$ cat src/rtl/core/stbs_pkg.sv
`timescale 1ns / 1ps
`default_nettype none
// ----------------------------------------------------------------------------
// stbs_pkg
// Shared types and constants for the sorted table binary search block.
// ----------------------------------------------------------------------------
package stbs_pkg;

   localparam int DATA_W              = 32;
   localparam int CMD_W               = 2;
   localparam int POS_W               = 10;
   localparam int TABLE_DEPTH_DEFAULT = 1024;

   // item command codes
   localparam logic [CMD_W-1:0] CMD_CLEAR  = 2'd0;
   localparam logic [CMD_W-1:0] CMD_APPEND = 2'd1;
   localparam logic [CMD_W-1:0] CMD_SEARCH = 2'd2;

   typedef struct packed {
      logic [CMD_W-1:0]         cmd;
      logic signed [DATA_W-1:0] value;
   } req_item_type;

   typedef struct packed {
      logic             found;
      logic [POS_W-1:0] position;
   } rsp_item_type;

   // controller -> datapath
   typedef struct packed {
      logic do_clear;
      logic do_append;
      logic start;    // latch target, open the full range
      logic probe;    // read the midpoint entry
      logic step;     // narrow the range after a miss
      logic post;     // load the result register
      logic post_hit;
   } ctrl_cmd_type;

   // datapath -> controller
   typedef struct packed {
      logic range_empty;
      logic hit;
   } dp_status_type;

endpackage

`default_nettype wire

$ cat src/rtl/core/stbs_controller.sv
`timescale 1ns / 1ps
`default_nettype none
// ----------------------------------------------------------------------------
// stbs_controller
// Sequencer for item intake, bisection steps and result handoff.
// ----------------------------------------------------------------------------
module stbs_controller (
   input  wire logic                          clock,
   input  wire logic                          reset,
   input  wire logic                          req_valid,
   input  wire logic [stbs_pkg::CMD_W-1:0]    req_cmd,
   output      logic                          req_ready,
   output      logic                          rsp_valid,
   input  wire logic                          rsp_ready,
   input  wire stbs_pkg::dp_status_type       status,
   output      stbs_pkg::ctrl_cmd_type        ctrl
);
   import stbs_pkg::*;

   localparam logic [1:0] S_IDLE  = 2'd0;
   localparam logic [1:0] S_PROBE = 2'd1;
   localparam logic [1:0] S_CMP   = 2'd2;
   localparam logic [1:0] S_POST  = 2'd3;

   logic [1:0] state_ff, state_in;
   logic       hit_ff, hit_in;
   logic       rsp_valid_ff, rsp_valid_in;
   logic       accept;
   logic       out_free;

   assign req_ready = (state_ff == S_IDLE);
   assign accept    = req_valid && req_ready;
   assign out_free  = !rsp_valid_ff || rsp_ready;
   assign rsp_valid = rsp_valid_ff;

   always_comb begin
      state_in     = state_ff;
      hit_in       = hit_ff;
      rsp_valid_in = rsp_valid_ff && !rsp_ready;
      ctrl         = '0;
      unique case (state_ff)
         S_IDLE: begin
            if (accept) begin
               ctrl.do_clear  = (req_cmd == CMD_CLEAR);
               ctrl.do_append = (req_cmd == CMD_APPEND);
               if (req_cmd == CMD_SEARCH) begin
                  ctrl.start = 1'b1;
                  state_in   = S_PROBE;
               end
            end
         end
         S_PROBE: begin
            if (status.range_empty) begin
               hit_in   = 1'b0;
               state_in = S_POST;
            end else begin
               ctrl.probe = 1'b1;
               state_in   = S_CMP;
            end
         end
         S_CMP: begin
            if (status.hit) begin
               hit_in   = 1'b1;
               state_in = S_POST;
            end else begin
               ctrl.step = 1'b1;
               state_in  = S_PROBE;
            end
         end
         S_POST: begin
            if (out_free) begin
               ctrl.post     = 1'b1;
               ctrl.post_hit = hit_ff;
               rsp_valid_in  = 1'b1;
               state_in      = S_IDLE;
            end
         end
         default: begin
            state_in = S_IDLE;
         end
      endcase
   end

   always_ff @(posedge clock) begin
      if (reset) begin
         state_ff     <= S_IDLE;
         hit_ff       <= 1'b0;
         rsp_valid_ff <= 1'b0;
      end else begin
         state_ff     <= state_in;
         hit_ff       <= hit_in;
         rsp_valid_ff <= rsp_valid_in;
      end
   end

endmodule

`default_nettype wire

$ cat config.mk
export PLATFORM = sky130hd
export DESIGN_NAME = stbs_controller
export DESIGN_NICKNAME = d
export VERILOG_FILES = /design/src/rtl/core/stbs_pkg.sv /design/src/rtl/core/stbs_controller.sv
export SDC_FILE = /design/constraint.sdc
export NUM_CORES = 1
export LEC_CHECK = 0
export BUFFER_PORTS_ARGS = -buffer_cell sky130_fd_sc_hd__buf_2
export CAP_MARGIN = 0
export CORE_AREA = 2 2 39 41
export CTS_CLUSTER_SIZE = 14
export DETAILED_ROUTE_END_ITERATION = 10
export DIE_AREA = 0 0 41 43
export PLACE_DENSITY = 0.46
export SYNTH_ARGS = -nofsm -noshare
export SYNTH_HDL_FRONTEND = slang
export SYNTH_SLANG_ARGS = --single-unit
$ cat constraint.sdc
create_clock -name clock -period 1.55 [get_ports clock]
set_input_delay 0.2325 -clock clock [delete_from_list [all_inputs] [get_ports clock]]
set_output_delay 0.2325 -clock clock [all_outputs]
set_load 0.03 [all_outputs]
==> results.toml <==
[outcome]
status = "finished clean"

[floorplanning]
die_x_um = 41
die_area_um2 = 1763
pin_count = 17
num_rows = 14
core_um2 = 1384
die_y_um = 43
start_util = 0.2007

[sta]
tightest_slew_ns = 0.2029
setup_ws_ns = 0.1533
fin_crit_ns = 1.397
tns_ns = 0
finalCritPeriodShare = 0.9011
finalHoldViolCount = 0
relSlewSlack = 0.8647
slew_viol_final = 0
holdWs_ns = 0.1921
rsz0062_at_grt = "no"
fin_skew_ns = 0.005652
setup_viol = 0
max_freq_mhz = 716.0

[final_layout]
drive_gt1_frac = 0.5745
layout_common_cells = "buf_2 (16), a21oi_1 (3), clkbuf_4 (3)"
layout.nets = 57
final_common_cell = "buf_2"
synthToLayoutAreaGrowth_pct = 36.94
final_util = 0.2749
fillers = 160
n_antenna_cell = 0

[global_routing]
grt_pass1_vias = 241
antenna_found_initial = 0
grt_max_degree = 11
grt-ovfl-total = 0
grtUsageTotal = 0.08124
grt_pass1_wl_um = 897

[logic_synthesis]
ys_seq_area_frac = 0.2883
syn_inst = 30
ys_ff_latch = 4
synth_nets = 38
syn-cell-area_um2 = 277.8
avgSynthCellArea_um2 = 9.259
yosys_warnings = 0
post_synth_num_cell_types = 21

[place]
finalWeightedCongestion = 0.6596
port_buffers = 16
dp_slack_ns = 0.2836
dpl.hpwl_um = 446.6

[pwr]
ir_drop_mv = 0.2937
cellLeakagePower_nw = 0.1916
total_power_w = 0.0003457
pwr_density_cell_nw_per_um2 = 908.9

[clock_network]
cts.clk_slew.worst_paths_ns = 0.04
cts_tree = "yes"
htreeDepth = 1
clock_latency_ns = 0.24
root_buffer = "clkbuf_4"
cts_buffer_depth = 2
clkSinkCount = 4
cts_setup_buffers = 0
cts_buffers = 3

[hold_path]
hold_class = "in -> reg"

[job]
maxCapViolations = 0

[drt]
drt_iter0_drc = 3
wl_um = 580
post_drt_wl_per_cell_um = 9.206
via_count = 270
first_pass_iters = 2
ant_nets = 0
drt-vias-per-instance = 4.286
drc = 0

[worst_setup_path]
critPathMaxFanout = 10
worstPathRequired_ns = 1.32
end_kind = "output pin"
critPathKind = "reg -> out"
critPathArrivalTime_ns = 1.16
start_kind = "flop"
-- synthesized netlist by cell type (all sizes together) --
master / n / share of area
and4b: 1 / 0.041
buf: 2 / 0.081
a31oi: 1 / 0.023
nor3: 2 / 0.036
and2b: 1 / 0.027
nand2: 2 / 0.027
a21o: 1 / 0.027
a2bb2oi: 1 / 0.032
dfxtp: 4 / 0.29
nand2b: 1 / 0.050
a21oi: 3 / 0.054
and2: 1 / 0.023
o21ai: 1 / 0.018
inv: 1 / 0.014
nor2: 4 / 0.090
nor3b: 1 / 0.027
and4bb: 1 / 0.045
nand3b: 2 / 0.099
-- path summary, 6_finish.rpt --
check                                  from           to  slack [ns]  cells after the start
worst max-delay path            state_ff[1]      ctrl[0]        0.15                      4
worst min-delay path                  reset  state_ff[1]        0.19                      2
worst max register to register  state_ff[1]  state_ff[1]        0.69                      3
worst min register to register       hit_ff       hit_ff        0.51                      2
-- report_power, final --
group | internal (W) | switching [W]
registers | 0.000112 | 0.0000155
clock network | 0.0000868 | 0.0000449
logic | 0.0000382 | 0.0000481
-- metal layers --
layer	up-vias	track usage	wire, um
li1	143	-	-
met1	115	0.08333	266
met2	12	0.1063	253
met3	0	0.04712	60
met4	0	0.08000	0
met5	-	0	0
-- cells by family after synthesis --
logic type / count (synthesis) / share of synthesized area
compound gates: 7 / 0.1532
buf+inv: 3 / 0.09458
flops: 4 / 0.2883
simple gates: 16 / 0.4640
-- final cells by class --
type	instances	area, um^2	share of cell area
Clock buffer	3	22.52	0.05921
Multi-Input combinational cell	23	171.4	0.4507
Timing Repair Buffer	16	80.08	0.2105
Inverter	1	3.754	0.009868
Sequential cell	4	82.58	0.2171
Tap cell	16	20.02	0.05263
-- flip-flops by register name, summed over array words and instances (netlist names) --
name / flops
state_ff: 2
hit_ff: 1
rsp_valid: 1
-- repair_timing --
| item | in CTS | in global routing |
|---|---|---|
| resized for setup | 0 | 2 |
| hold buffers | 0 | 0 |
| setup endpoints to repair | 0 | 3 |
| hold endpoints to repair | 0 | 0 |
-- worst max-delay path, cell delays in order (launching register included) --
cell and delay (ns):
dfxtp_2 0.43, nand2_1 0.09, nor2_2 0.09, and2_1 0.12
buf_2 0.19
-- per-stage QoR --
step | cells | area [um^2]
finish | 63 | 380.4
global route | 63 | 380.4
CTS | 63 | 377.9
detailed placement | 60 | 355.3
global placement | 60 | 355.3
floorplan | 30 | 277.8
No activity file was read; power rests on OpenSTA's default activity.
